**config.mk**
```make
export PLATFORM = sky130hd
export DESIGN_NAME = erc_cell
export DESIGN_NICKNAME = d
export VERILOG_FILES = /design/src/extent_read_router_core_macros.svh /design/src/erc_pkg.sv /design/src/erc_cell.sv
export SDC_FILE = /design/constraint.sdc
export NUM_CORES = 1
export LEC_CHECK = 0
export BUFFER_PORTS_ARGS = -buffer_cell sky130_fd_sc_hd__buf_2
export CAP_MARGIN = 15
export CORE_AREA = 2 2 394 396
export DETAILED_ROUTE_END_ITERATION = 10
export DIE_AREA = 0 0 396 398
export GPL_TIMING_DRIVEN = 0
export SYNTH_ARGS = -nofsm -noshare
export SYNTH_HDL_FRONTEND = slang
export SYNTH_SLANG_ARGS = --single-unit
```
**constraint.sdc**
```tcl
create_clock -name aclk -period 16.9 [get_ports aclk]
set_clock_uncertainty 0.05 [all_clocks]
set_input_delay 2.535 -clock aclk [delete_from_list [all_inputs] [get_ports aclk]]
set_output_delay 2.535 -clock aclk [all_outputs]
set_load 0.01 [all_outputs]
```
**src/extent_read_router_core_macros.svh**
```systemverilog
// Assertion macros for the extent read router.
// Used by the modules in src that carry concurrent checks.
`ifndef EXTENT_READ_ROUTER_CORE_MACROS_SVH
`define EXTENT_READ_ROUTER_CORE_MACROS_SVH
`ifndef SYNTHESIS
`define ERC_ASSERT(lbl, clk, rstn, prop, msg) \
    lbl: assert property (@(posedge clk) disable iff (!rstn) (prop)) else $error(msg);
`define ERC_ASSERT_IMP(lbl, clk, rstn, ante, cons, msg) \
    lbl: assert property (@(posedge clk) disable iff (!rstn) (ante) |-> (cons)) else $error(msg);
`else
`define ERC_ASSERT(lbl, clk, rstn, prop, msg)
`define ERC_ASSERT_IMP(lbl, clk, rstn, ante, cons, msg)
`endif
`endif

```
**src/erc_pkg.sv**
```systemverilog
// Shared types and constants of the extent read router.
// No dependencies.
package erc_pkg;
    localparam int MAX_EXTENTS     = 64;
    localparam int PAGE_SHIFT_BITS = 12;
    localparam int SECTOR_SHIFT    = 9;
    localparam int PAGE_SHIFT      = PAGE_SHIFT_BITS - SECTOR_SHIFT;
    localparam int CNT_W           = $clog2(MAX_EXTENTS + 1);

    localparam logic [1:0] MODE_APPEND = 2'd0;
    localparam logic [1:0] MODE_CLEAR  = 2'd1;
    localparam logic [1:0] MODE_READ   = 2'd2;

    localparam logic [2:0] ST_COPY_SOURCE = 3'd1;
    localparam logic [2:0] ST_INVALID     = 3'd2;
    localparam logic [2:0] ST_NONE        = 3'd3;
    localparam logic [2:0] ST_NEEDS_INIT  = 3'd4;

    localparam logic [2:0] ROUTE_FALLBACK = 3'd0;
    localparam logic [2:0] ROUTE_ZERO     = 3'd1;
    localparam logic [2:0] ROUTE_DEVICE   = 3'd2;
    localparam logic [2:0] ROUTE_DONE     = 3'd3;
    localparam logic [2:0] ROUTE_FULL     = 3'd4;

    typedef struct packed {
        logic [53:0] start;
        logic [53:0] len;
        logic [53:0] vol;
        logic [2:0]  state;
        logic [31:0] init_map;
    } ext_t;

    // Lookup request as it travels along the chain of cells.
    typedef struct packed {
        logic        valid;
        logic        stop;
        logic        have_main;
        logic        have_cow;
        logic [53:0] sect;
        logic [32:0] cnt;
        ext_t        main;
        logic [53:0] cow_start;
        logic [53:0] cow_vol;
    } token_t;

    typedef struct packed {
        logic        valid;
        logic [2:0]  route;
        logic [63:0] dev;
    } result_t;
endpackage

```
**src/erc_cell.sv**
```systemverilog
// One extent cell of the router chain: holds one table entry and
// updates the passing lookup request. Depends on erc_pkg.
module erc_cell (
    input  logic                     aclk,
    input  logic                     aresetn,
    input  logic [erc_pkg::CNT_W-1:0] idx,
    input  logic [erc_pkg::CNT_W-1:0] count,
    input  logic                     wr_en,
    input  erc_pkg::ext_t            wr_ext,
    input  erc_pkg::token_t          tok_in,
    output erc_pkg::token_t          tok_out
);
    import erc_pkg::*;

    ext_t   ext_reg;
    token_t tok_reg;
    token_t tok_next;
    logic   in_range;

    assign in_range = idx < count;
    assign tok_out  = tok_reg;

    // Entry storage, written when the append lands on this cell.
    always_ff @(posedge aclk) begin
        if (wr_en) begin
            ext_reg <= wr_ext;
        end
    end

    // Walk step: stop past the sector, take up to two covering extents.
    always_comb begin
        tok_next = tok_in;
        if (tok_in.valid && !tok_in.stop && in_range) begin
            if (tok_in.sect < ext_reg.start) begin
                tok_next.stop = 1'b1;
            end else if ({1'b0, tok_in.sect} < ({1'b0, ext_reg.start} + {1'b0, ext_reg.len})) begin
                if (!tok_in.have_main) begin
                    tok_next.have_main = 1'b1;
                    tok_next.main      = ext_reg;
                end else begin
                    tok_next.have_cow = 1'b1;
                    tok_next.stop     = 1'b1;
                    if (tok_in.main.state == ST_COPY_SOURCE) begin
                        tok_next.cow_start = tok_in.main.start;
                        tok_next.cow_vol   = tok_in.main.vol;
                        tok_next.main      = ext_reg;
                    end else begin
                        tok_next.cow_start = ext_reg.start;
                        tok_next.cow_vol   = ext_reg.vol;
                    end
                end
            end
        end
    end

    always_ff @(posedge aclk) begin
        tok_reg <= tok_next;
        if (!aresetn) begin
            tok_reg.valid <= 1'b0;
        end
    end
endmodule

```
==> results_dict.tcl <==
set metrics [dict create \
    grt_max_degree 92 \
    antenna_left 0 \
    p_leak_nw 15.1 \
    arrival_ps 9590 \
    cts_num_sinks 593 \
    ys_ff_latch 593 \
    syn_nets 2661 \
    cts-resized-gates 0 \
    tritoncts "built" \
    clockRootBuffer "clkbuf_16" \
    setup_ws_ps 7820 \
    min_path_type "flop to flop" \
    start_kind "flop" \
    use_met3_pct 7.34 \
    die_w_um 396 \
    syn2layout_area_growth_pct 42.0 \
    final_common_cell "buf_2" \
    globalRouteMet2Util_pct 27.4 \
    row_count 144 \
    wl_per_cell_um 25.9 \
    cp-end-kind "flop" \
    relSlewSlack_pct 20.6 \
    cts_setup_buffers 0 \
    cts_hold_buf 0 \
    criticalPathCategory "flop to flop" \
    layout_common_cells "1024 x buf_2, 396 x dfxtp_1, 230 x mux2_2, 197 x edfxtp_1, 166 x ha_1" \
    die_height_um 398 \
    synth-async-reset-ratio_pct 0 \
    grt_pass1_vias 19890 \
    place_congestion 0.852 \
    hold_viol 0 \
    cp.required_ps 17400 \
    fin_crit_sh_pct 53.8 \
    design.core.area_sq_um 153000 \
    final_util_pct 22.6 \
    busiest_layer "met2" \
    synth_edf_count 197 \
    yosysSeqAreaShare_pct 56.8 \
    worst-path-max-fanout 11 \
    htreeDepth 3 \
    vias 19959 \
    drc 0 \
    firstDrtPassIters 5 \
    antenna_found_initial 123 \
    grt_usage_pct 16.0 \
    maxCapViolCount 0 \
    largest_reg_flops 396 \
    grt_setup_unrepaired "false" \
    fp.dieArea_sq_um 158000 \
    timing.final.crit_period_ps 9080 \
    gr-usage-met1_pct 17.3 \
    cts_buffer_depth 3 \
    hpwl_mm 112 \
    setup_viol 0 \
    via_per_inst 3.91 \
    grt_overflow 0 \
    drv_slew 0 \
    power.density_nw_per_um2 115 \
    yosys.area.top_type_share_pct 32.5 \
    io-pin-count 1006 \
    initial_core_util_pct 15.9 \
    cts_buffers 72 \
    run_status "finished, final reports clean" \
    fmax_mhz 110 \
    syn_avg_cell_area_sq_um 12.9 \
    syn_inst 1884 \
    ys.flop_type "dfxtp_1" \
    drtIter0Drc 1101 \
    clk_latency_ps 670 \
    port_buffers 1005 \
    drive_gt1_share_pct 46.4 \
    setup_tns_ps 0 \
    place_ws_ps 7380 \
    synth_warnings 0 \
    grt_pass1_wl_mm 169 \
    synth_area_sq_um 24400 \
    yosysTopAreaCell "dfxtp_1" \
    irDropWorstVdd_mv 0.0744 \
    fin_nets 3748 \
    synth.distinct_cells 71 \
    tightest_slew_ps 1180 \
    clk_pin_slew_ps 60 \
    synth.area.top_cells "dfxtp_1 33%, edfxtp_1 24%, mux2_2 11%" \
    routed_wl_mm 132 \
]
kinds of logic after synthesis:
kind of cell             Yosys count  synth area share [%]
adder cells (fa/ha/maj)          167                  8.61
buffers and inverters            140                  2.69
multiplexers                     358                  16.5
AND/OR/NAND/NOR                  247                  4.91
AO/OA/AOI/OAI                    329                  8.62
flip-flops                       593                  56.8
XOR/XNOR                          50                  1.80
path summary, 6_finish.rpt:
path	start	end	slack, ps	depth (start not counted)
worst max register to register	ext_reg[143]	tok_out[102]	7820	23
worst max-delay path	ext_reg[143]	tok_out[102]	7820	23
worst min-delay path	ext_reg[19]	tok_out[127]	420	1
worst min register to register	ext_reg[19]	tok_out[127]	420	1
synth_stat cells, types with 5 or more instances:
master and instances:
nand2b_1 7, nand3_1 17, nand2_1 104, nand4_1 25
a31oi_1 5, nor3_1 10, mux2_2 230, inv_1 80
nor2b_1 10, xor2_1 22, a21o_1 53, o21a_1 11
o21bai_1 7, o211ai_1 8, or4_1 5, o21ai_0 95
ha_1 166, a21oi_1 87, o31ai_1 5, mux2_1 127
buf_6 11, and4_1 5, clkbuf_1 22, edfxtp_1 197
nor4_1 8, and2_1 5, xnor2_1 28, buf_2 18
a211oi_1 14, buf_4 6, nor2_1 36, dfxtp_1 396
layout make-up:
cell class	instances	area, sq um
multi-input cells	1151	9860
fillers	16553	119000
clock inverters	34	433
plain buffers	60	355
diodes	25	62.6
flip-flops and latches	593	13800
well taps	2044	2560
inverters	80	300
clock buffers	99	2020
repair buffers	1013	5150
critical path, cell delays in order (launching register included):
cell	delay, ps
edfxtp_1	520
ha_1	290
fa_1	450
a211oi_1	600
o211ai_1	250
a221oi_2	720
o31ai_1	250
buf_2	220
a31oi_1	690
a31oi_1	320
a41oi_1	360
nand2_1	120
xnor2_1	160
ha_1	300
and4_1	180
nand3_1	150
or4_1	730
a211o_1	380
a21oi_1	760
a211oi_1	140
buf_2	380
buf_4	340
buf_6	230
mux2_2	320
report_power, final:
| part | switching [mW] | total, mW | internal [mW] |
|---|---|---|---|
| Combinational | 0.412 | 0.708 | 0.296 |
| Sequential | 0.0560 | 1.64 | 1.58 |
| Clock | 0.686 | 1.62 | 0.931 |
| Total | 1.15 | 3.96 | 2.81 |
stage by stage:
| step | power, mW | hold WS, ps | std cells | instance area, sq um |
|---|---|---|---|---|
| after floorplan | 2.01 | 392 | 1884 | 24400 |
| after global routing | 4.15 | 432 | 5081 | 34500 |
| after detailed placement | 2.39 | 409 | 4941 | 32100 |
| after global placement | 2.38 | 399 | 4933 | 31900 |
| final | 3.96 | 422 | 5099 | 34600 |
| after CTS | 4.04 | 426 | 5074 | 34500 |
metal layers:
layer  vias up  wire length (um)
met5         -               678
met1      9457             48700
met2       915             63900
met3       349             13200
met4       106              5630
li1       9132                 -
Note: power is estimated with default switching activity, not from simulation.
