[config.mk]
export PLATFORM = sky130hd
export DESIGN_NAME = erc_resolve
export DESIGN_NICKNAME = d
export VERILOG_FILES = /design/src/extent_read_router_core_macros.svh /design/src/erc_pkg.sv /design/src/erc_resolve.sv
export SDC_FILE = /design/constraint.sdc
export NUM_CORES = 1
export LEC_CHECK = 0
export BUFFER_PORTS_ARGS = -buffer_cell sky130_fd_sc_hd__buf_2
export CAP_MARGIN = 20
export CORE_AREA = 2 2 183 185
export CTS_CLUSTER_DIAMETER = 120
export DETAILED_ROUTE_END_ITERATION = 10
export DIE_AREA = 0 0 185 187
export PLACE_DENSITY = 0.78
export SYNTH_ARGS = -nofsm -noshare
export SYNTH_HDL_FRONTEND = slang
export SYNTH_SLANG_ARGS = --single-unit
export TNS_END_PERCENT = 20
[constraint.sdc]
create_clock -name aclk -period 6.25 [get_ports aclk]
set_clock_uncertainty 0.1 [all_clocks]
set_input_delay 0.3125 -clock aclk [delete_from_list [all_inputs] [get_ports aclk]]
set_output_delay 0.3125 -clock aclk [all_outputs]
set_load 0.02 [all_outputs]
[src/extent_read_router_core_macros.svh]
// Assertion macros for the extent read router.
// Used by the modules in src that carry concurrent checks.
`ifndef EXTENT_READ_ROUTER_CORE_MACROS_SVH
`define EXTENT_READ_ROUTER_CORE_MACROS_SVH
`ifndef SYNTHESIS
`define ERC_ASSERT(lbl, clk, rstn, prop, msg) \
    lbl: assert property (@(posedge clk) disable iff (!rstn) (prop)) else $error(msg);
`define ERC_ASSERT_IMP(lbl, clk, rstn, ante, cons, msg) \
    lbl: assert property (@(posedge clk) disable iff (!rstn) (ante) |-> (cons)) else $error(msg);
`else
`define ERC_ASSERT(lbl, clk, rstn, prop, msg)
`define ERC_ASSERT_IMP(lbl, clk, rstn, ante, cons, msg)
`endif
`endif

[src/erc_pkg.sv]
// Shared types and constants of the extent read router.
// No dependencies.
package erc_pkg;
    localparam int MAX_EXTENTS     = 64;
    localparam int PAGE_SHIFT_BITS = 12;
    localparam int SECTOR_SHIFT    = 9;
    localparam int PAGE_SHIFT      = PAGE_SHIFT_BITS - SECTOR_SHIFT;
    localparam int CNT_W           = $clog2(MAX_EXTENTS + 1);

    localparam logic [1:0] MODE_APPEND = 2'd0;
    localparam logic [1:0] MODE_CLEAR  = 2'd1;
    localparam logic [1:0] MODE_READ   = 2'd2;

    localparam logic [2:0] ST_COPY_SOURCE = 3'd1;
    localparam logic [2:0] ST_INVALID     = 3'd2;
    localparam logic [2:0] ST_NONE        = 3'd3;
    localparam logic [2:0] ST_NEEDS_INIT  = 3'd4;

    localparam logic [2:0] ROUTE_FALLBACK = 3'd0;
    localparam logic [2:0] ROUTE_ZERO     = 3'd1;
    localparam logic [2:0] ROUTE_DEVICE   = 3'd2;
    localparam logic [2:0] ROUTE_DONE     = 3'd3;
    localparam logic [2:0] ROUTE_FULL     = 3'd4;

    typedef struct packed {
        logic [53:0] start;
        logic [53:0] len;
        logic [53:0] vol;
        logic [2:0]  state;
        logic [31:0] init_map;
    } ext_t;

    // Lookup request as it travels along the chain of cells.
    typedef struct packed {
        logic        valid;
        logic        stop;
        logic        have_main;
        logic        have_cow;
        logic [53:0] sect;
        logic [32:0] cnt;
        ext_t        main;
        logic [53:0] cow_start;
        logic [53:0] cow_vol;
    } token_t;

    typedef struct packed {
        logic        valid;
        logic [2:0]  route;
        logic [63:0] dev;
    } result_t;
endpackage

[src/erc_resolve.sv]
// Route decision at the end of the chain, two registered stages.
// Depends on erc_pkg.
module erc_resolve (
    input  logic            aclk,
    input  logic            aresetn,
    input  erc_pkg::token_t tok,
    output erc_pkg::result_t res
);
    import erc_pkg::*;

    logic        s1_valid_reg;
    logic [2:0]  s1_route_reg;
    logic [53:0] s1_start_reg;
    logic [53:0] s1_vol_reg;
    logic [53:0] s1_sect_reg;
    logic [2:0]  route_next;
    logic [53:0] start_next;
    logic [53:0] vol_next;
    logic [53:0] diff;
    logic [53:0] page;
    logic        hole;
    logic        len_ok;
    logic [63:0] dev_next;
    result_t     res_reg;

    // Hole test, length check and choice of the extent to read.
    always_comb begin
        diff   = tok.sect - tok.main.start;
        page   = diff >> PAGE_SHIFT;
        len_ok = {31'd0, tok.cnt} <= {1'b0, tok.main.len, 9'd0};
        if (tok.main.state == ST_INVALID || tok.main.state == ST_NONE) begin
            hole = 1'b1;
        end else if (tok.main.state == ST_NEEDS_INIT) begin
            hole = (page < 54'd32) ? tok.main.init_map[page[4:0]] : 1'b0;
        end else begin
            hole = 1'b0;
        end
        start_next = tok.main.start;
        vol_next   = tok.main.vol;
        if (!tok.have_main || !len_ok) begin
            route_next = ROUTE_FALLBACK;
        end else if (hole && !tok.have_cow) begin
            route_next = ROUTE_ZERO;
        end else begin
            route_next = ROUTE_DEVICE;
            if (hole) begin
                start_next = tok.cow_start;
                vol_next   = tok.cow_vol;
            end
        end
    end

    always_ff @(posedge aclk) begin
        if (!aresetn) begin
            s1_valid_reg <= 1'b0;
        end else begin
            s1_valid_reg <= tok.valid;
        end
        s1_route_reg <= route_next;
        s1_start_reg <= start_next;
        s1_vol_reg   <= vol_next;
        s1_sect_reg  <= tok.sect;
    end

    // Device sector, modulo 2^64.
    always_comb begin
        if (s1_route_reg == ROUTE_DEVICE) begin
            dev_next = {10'd0, s1_sect_reg} - {10'd0, s1_start_reg} + {10'd0, s1_vol_reg};
        end else begin
            dev_next = 64'd0;
        end
    end

    always_ff @(posedge aclk) begin
        if (!aresetn) begin
            res_reg.valid <= 1'b0;
        end else begin
            res_reg.valid <= s1_valid_reg;
        end
        res_reg.route <= s1_route_reg;
        res_reg.dev   <= dev_next;
    end

    assign res = res_reg;
endmodule

==> impl_metrics.toml, run 1 <==
[critical_path]
path_delay_family = "compound AO/OA/AOI/OAI gates"
crit_buf_inv = 3
worst-path-max-fanout = 8
worstPathRequired_ns = 6.55
cp_slowest_cell = "or4_1"
critPathLaunchType = "flip-flop"
worstSetupPathType = "reg -> reg"
slowest_delay_ns = 0.59
cp.arrival_ns = 6.45
worst_setup_path_end_kind = "flip-flop"

[floorplan]
initial_core_util_pct = 50.17
core_mm2 = 0.03286
die_h_um = 187
num_rows = 67
design.die.area_mm2 = 0.03460
die_w_um = 185
pin_count = 466

[sta]
report.final.slew_viol_count = 0
hold_violations = 0
max_freq_mhz = 162.7
slew_headroom_pct = 29.13
setup_violations = 0
period_needed_ns = 6.146
tightest_slew_ns = 1.061
post-route-period-util_pct = 98.34
setup_ws_ns = 0.1038

[power_and_ir_drop]
vdd.ir_drop.worst_v = 0.0001664
totalPowerFinal_uw = 5834
power_density_mw_per_mm2 = 256.2
p_leak_uw = 0.01107

[final_layout]
mostFrequentLayoutCell = "buf_2"
final_cell_mix = "buf_2 (463), dlygate4sd3_1 (272), dfxtp_1 (224)"
postLayoutCoreUtil_pct = 69.30
fin_cells = 3125
largest_reg_flops = 59
drive_above_1_share_pct = 24.62
nFillCells = 2434
fin_nets = 3235
area_growth_pct = 38.14

[grt]
antenna_found_initial = 7
first_global_vias = 18910
overflow = 0
grt_max_degree = 69
grtUsageTotal_pct = 35.14
grt_pass1_wl_um = 96400

[clocking]
clock_path_buffers = 3
cts_tree = "built"
path_clk_slew_ns = 0.07
htree_levels = 1
cts_root_buffer = "clkbuf_16"
cts_made_buffers = 25
clk_latency_ns = 0.54
clock_sinks = 224

[routing]
drtPass1Iterations = 7
wire_per_inst_um = 20.20
drc_errors = 0
antenna_left = 0
routed_wl_um = 63140
via_per_inst = 5.871
vias = 18350
drt_iter0_drc = 1379

[yosys]
netlist_area_mm2 = 0.01649
synth_fa_ha_area_share_pct = 14.21
netlist-cell-type-count = 73
synth_edf_count = 0
yosysWarnings = 0
synth_top_family_by_area = "compound AO/OA/AOI/OAI gates"
synthSimpleGateAreaFrac_pct = 13.15
async_flop_share_pct = 0
dominantRegCellSynth = "dfxtp_1"
ys_seq_area_share_pct = 27.20
synth_compound_area_share_pct = 22.78
ys_ff_latch = 224
synth_area_per_cell_um2 = 8.463
synth_cells = 1948
synth_mux_area_share_pct = 9.495
synth-xor-area-share_pct = 6.641
synth_nets = 2532

[flow_run]
maxCapViolCount = 0

[min_path]
hold_path.class = "in -> reg"

[placed_design]
gp_congestion = 0.9427
hpwl_um = 42070
dp_cells = 2798
io_buffers = 463
pre_cts_ws_ns = -0.07169

[run_status]
outcome = "complete, no violations"
[cells in the mapped netlist, types with 19 or more instances]
cell,instances,area share (%)
nand4_1,45,1.7
nor2_1,120,2.7
a21o_1,97,4.4
mux2_1,20,1.4
ha_1,184,14
xnor2_1,79,4.2
xor2_1,46,2.4
nor3_1,22,0.67
o21a_1,22,1.0
inv_1,185,4.2
a31oi_1,22,0.83
a21oi_1,168,5.1
dfxtp_1,224,27
nand2b_1,19,0.72
clkbuf_1,49,1.1
o211ai_1,25,1.1
o21ai_0,93,2.8
mux2_2,103,7.0
nand2_1,100,2.3
o21bai_1,32,1.5
nand3_1,33,1.0
[stage by stage]
step	setup TNS [ns]	hold WS, ns	instance area [um^2]
2_1_floorplan	0	0.2402	16490
3_3_place_gp	0	0.2592	19110
3_5_place_dp	-0.07169	0.2619	19110
4_1_cts	0	0.002850	22650
5_1_grt	-0.08408	0.008620	22770
6_report	0	0.03226	22770
[layout make-up]
class	count	area, um^2	area share [%]
clock buffer	36	696.9	3.060
multi-input combinational	1464	11010	48.36
clock inverter	9	131.4	0.5769
tap	448	560.5	2.461
timing repair buffer	751	5172	22.71
inverter	185	694.4	3.049
sequential	224	4484	19.69
antenna	8	20.02	0.08790
[layer usage]
layer / vias to the layer above / part of all wire, % / GRT usage (%)
li1: 8438 / - / -
met1: 8420 / 37 / 38.61
met2: 1117 / 48 / 60.72
met3: 373 / 7.8 / 6.425
met4: 0 / 7.8 / 24.73
met5: - / 0 / 0
[repair_timing]
action,4_1_cts,5_1_grt
pin swaps,0,4
buffers inserted,0,2
resized for setup,1,21
hold buffers,271,1
endpoints found under the hold margin,166,1
endpoints found under the setup margin,1,32
[worst paths after layout]
check / start / endpoint / slack, ns / depth (start not counted)
worst max-delay path: s1_sect_reg[0] / res[49] / 0.10 / 27
worst min-delay path: tok[268] / s1_start_reg[17] / 0.03 / 2
worst max register to register: s1_sect_reg[0] / res[49] / 0.10 / 27
worst min register to register: s1_route_reg[0] / res[64] / 0.28 / 0
[where the power goes]
part	internal, uW	switching (uW)	leakage (uW)	total, uW
Sequential	1610	65.5	0.00188	1670
Clock	900	630	0.000407	1530
Combinational	1110	1520	0.00878	2630
[cells by family (layout without fill, tap and decap cells)]
group,after synthesis,count (layout)
muxes,141,141
AOI/OAI and AO/OA,573,573
DFF,224,224
adders and majority gates,186,186
xor gates and xnor gates,125,125
other,1,9
and+or+nand+nor,438,438
buffers and inverters,260,981
Note: power is estimated with default switching activity, not from simulation.
==> run 2, diff against run 1 <==
--- a/config.mk
+++ b/config.mk
@@ -8,9 +8,9 @@
 export BUFFER_PORTS_ARGS = -buffer_cell sky130_fd_sc_hd__buf_2
 export CAP_MARGIN = 20
-export CORE_AREA = 2 2 183 185
+export CORE_AREA = 2 2 182 184
 export CTS_CLUSTER_DIAMETER = 120
 export DETAILED_ROUTE_END_ITERATION = 10
-export DIE_AREA = 0 0 185 187
-export PLACE_DENSITY = 0.78
+export DIE_AREA = 0 0 184 186
+export PLACE_DENSITY = 0.79
 export SYNTH_ARGS = -nofsm -noshare
 export SYNTH_HDL_FRONTEND = slang
==> constraint.sdc (replaced) <==
create_clock -name aclk -period 7.52 [get_ports aclk]
set_clock_uncertainty 0.1 [all_clocks]
set_input_delay 0.376 -clock aclk [delete_from_list [all_inputs] [get_ports aclk]]
set_output_delay 0.376 -clock aclk [all_outputs]
set_load 0.05 [all_outputs]
==> run 2 against run 1 <==
Compared with the run above:
- non-clock buffer count down 57
- global-route usage shrank 1.4 points
- power is 15% lower
==> impl_metrics.toml, run 2 (synthesis gave the netlist of run 1 again) <==
[run_status]
outcome = "complete, no violations"

[routing]
via_per_inst = 5.871
drt_iter0_drc = 1317
wire_per_inst_um = 20.04
drtPass1Iterations = 7
routedLengthMet1_um = 22760
vias = 17780
wl_met3_um = 4113
antenna_left = 0
routed-wl-met2_um = 29820
routed.top_layer = "met4"
drc_errors = 0
routed_wl_um = 60670

[critical_path]
slowest_delay_ns = 0.80
cp.arrival_ns = 7.43
crit_path_frequent_cell = "nor2_1"
worst_setup_path_end_kind = "flip-flop"
worst-path-max-fanout = 7
worstSetupPathType = "reg -> reg"
cp_slowest_cell = "o311ai_0"
worstPathRequired_ns = 7.81
critPathLaunchType = "flip-flop"

[sta]
fin_hold_ws_ns = 0.01990
setup_tns_ns = 0
period_needed_ns = 7.140
hold_violations = 0
slew_headroom_pct = 21.75
tightest_slew_ns = 1.171
setup_violations = 0
max_freq_mhz = 140.1
report.final.slew_viol_count = 0
post-route-period-util_pct = 94.94
rsz0062_at_grt = "false"

[clocking]
clk_latency_ns = 0.53
cts-hold-fix-buffers = 224
htree_levels = 1
cts_made_buffers = 25
path_clk_slew_ns = 0.06
cts_resized = 0
cts_root_buffer = "clkbuf_16"
cts_tree = "built"
clock_sinks = 224
clock_path_buffers = 3
post-cts-setup-buffers = 0

[floorplan]
die_h_um = 186
num_rows = 66
die_w_um = 184
pin_count = 466
initial_core_util_pct = 51.19
design.die.area_mm2 = 0.03422
core_mm2 = 0.03221

[final_layout]
area_growth_pct = 34.19
fin_nets = 3178
mostFrequentLayoutCell = "buf_2"
final_cell_mix = "buf_2 (463), dlygate4sd3_1 (227), dfxtp_1 (224)"
drive_above_1_share_pct = 24.12
largest_reg_flops = 59

[grt]
first_global_vias = 17840
overflow = 0
grt_max_degree = 69
grtUsageTotal_pct = 33.76
grt_pass1_wl_um = 91690
antenna_found_initial = 7

[placed_design]
gp_congestion = 0.9812
io_buffers = 463
hpwl_um = 41820

[power_and_ir_drop]
vdd.ir_drop.worst_v = 0.0001337
totalPowerFinal_uw = 4983
power_density_mw_per_mm2 = 225.3
p_leak_uw = 0.01083

[flow_run]
maxCapViolCount = 0

[min_path]
hold_path.class = "in -> reg"
-- run 2: cell types whose count changed in the layout (fill, tap and decap cells not counted), moves of 2 or more --
cell | previous run | this run
o311ai_0 | 0 | 2
a31oi_2 | 3 | 0
a21oi_1 | 165 | 168
a21oi_2 | 5 | 2
ha_2 | 2 | 0
o21ai_0 | 89 | 93
dlygate4sd3_1 | 272 | 227
o21ai_1 | 4 | 1
buf_4 | 15 | 3
a31oi_1 | 19 | 22
clkbuf_8 | 3 | 5
ha_1 | 182 | 184
-- run 2: per-layer routing --
layer / GRT usage (%) / vias up
li1: - / 8316
met1: 37.53 / 8183
met2: 61.01 / 989
met3: 5.107 / 289
met4: 20.13 / 0
met5: 0 / -
-- run 2: final timing paths --
| path | start | to | slack (ns) | cells past startpoint |
|---|---|---|---|---|
| min | tok[304] | s1_start_reg[53] | 0.02 | 2 |
| min reg2reg | s1_route_reg[0] | res[64] | 0.27 | 0 |
| max reg2reg | s1_sect_reg[0] | res[54] | 0.38 | 28 |
| max | s1_sect_reg[0] | res[54] | 0.38 | 28 |
-- run 2: area by class of cell --
class                           count  area, um^2
Multi-Input combinational cell   1464       10940
Fill cell                        2404       10080
Timing Repair Buffer              694        4632
Sequential cell                   224        4484
Clock buffer                       38       724.4
Inverter                          185       694.4
Tap cell                          408       510.5
Clock inverter                      7       117.6
Antenna cell                        8       20.02
-- run 2: metrics by stage --
step                area (um^2)  util (%)  cells  setup WS, ns
CTS                       22070     68.54   3017        0.8975
global placement          18990     58.96   2748         1.086
floorplan                 16490         -   1948         1.962
finish                    22120     68.69   3028        0.3804
detailed placement        18990     58.96   2748        0.9345
global route              22120     68.68   3027        0.2110
-- run 2: worst max-delay path, delay by kind of cell (launching register included) --
family | cells | cell delay, ns
compound gates | 10 | 3.31
xor+xnor | 2 | 0.23
fa+ha+maj | 3 | 1.02
buf+inv | 3 | 0.31
flops | 1 | 0.30
simple gates | 10 | 1.69
-- run 2: report_power, final --
part	internal (uW)	switching (uW)
clock network	767	502
registers	1340	48.3
logic	883	1450
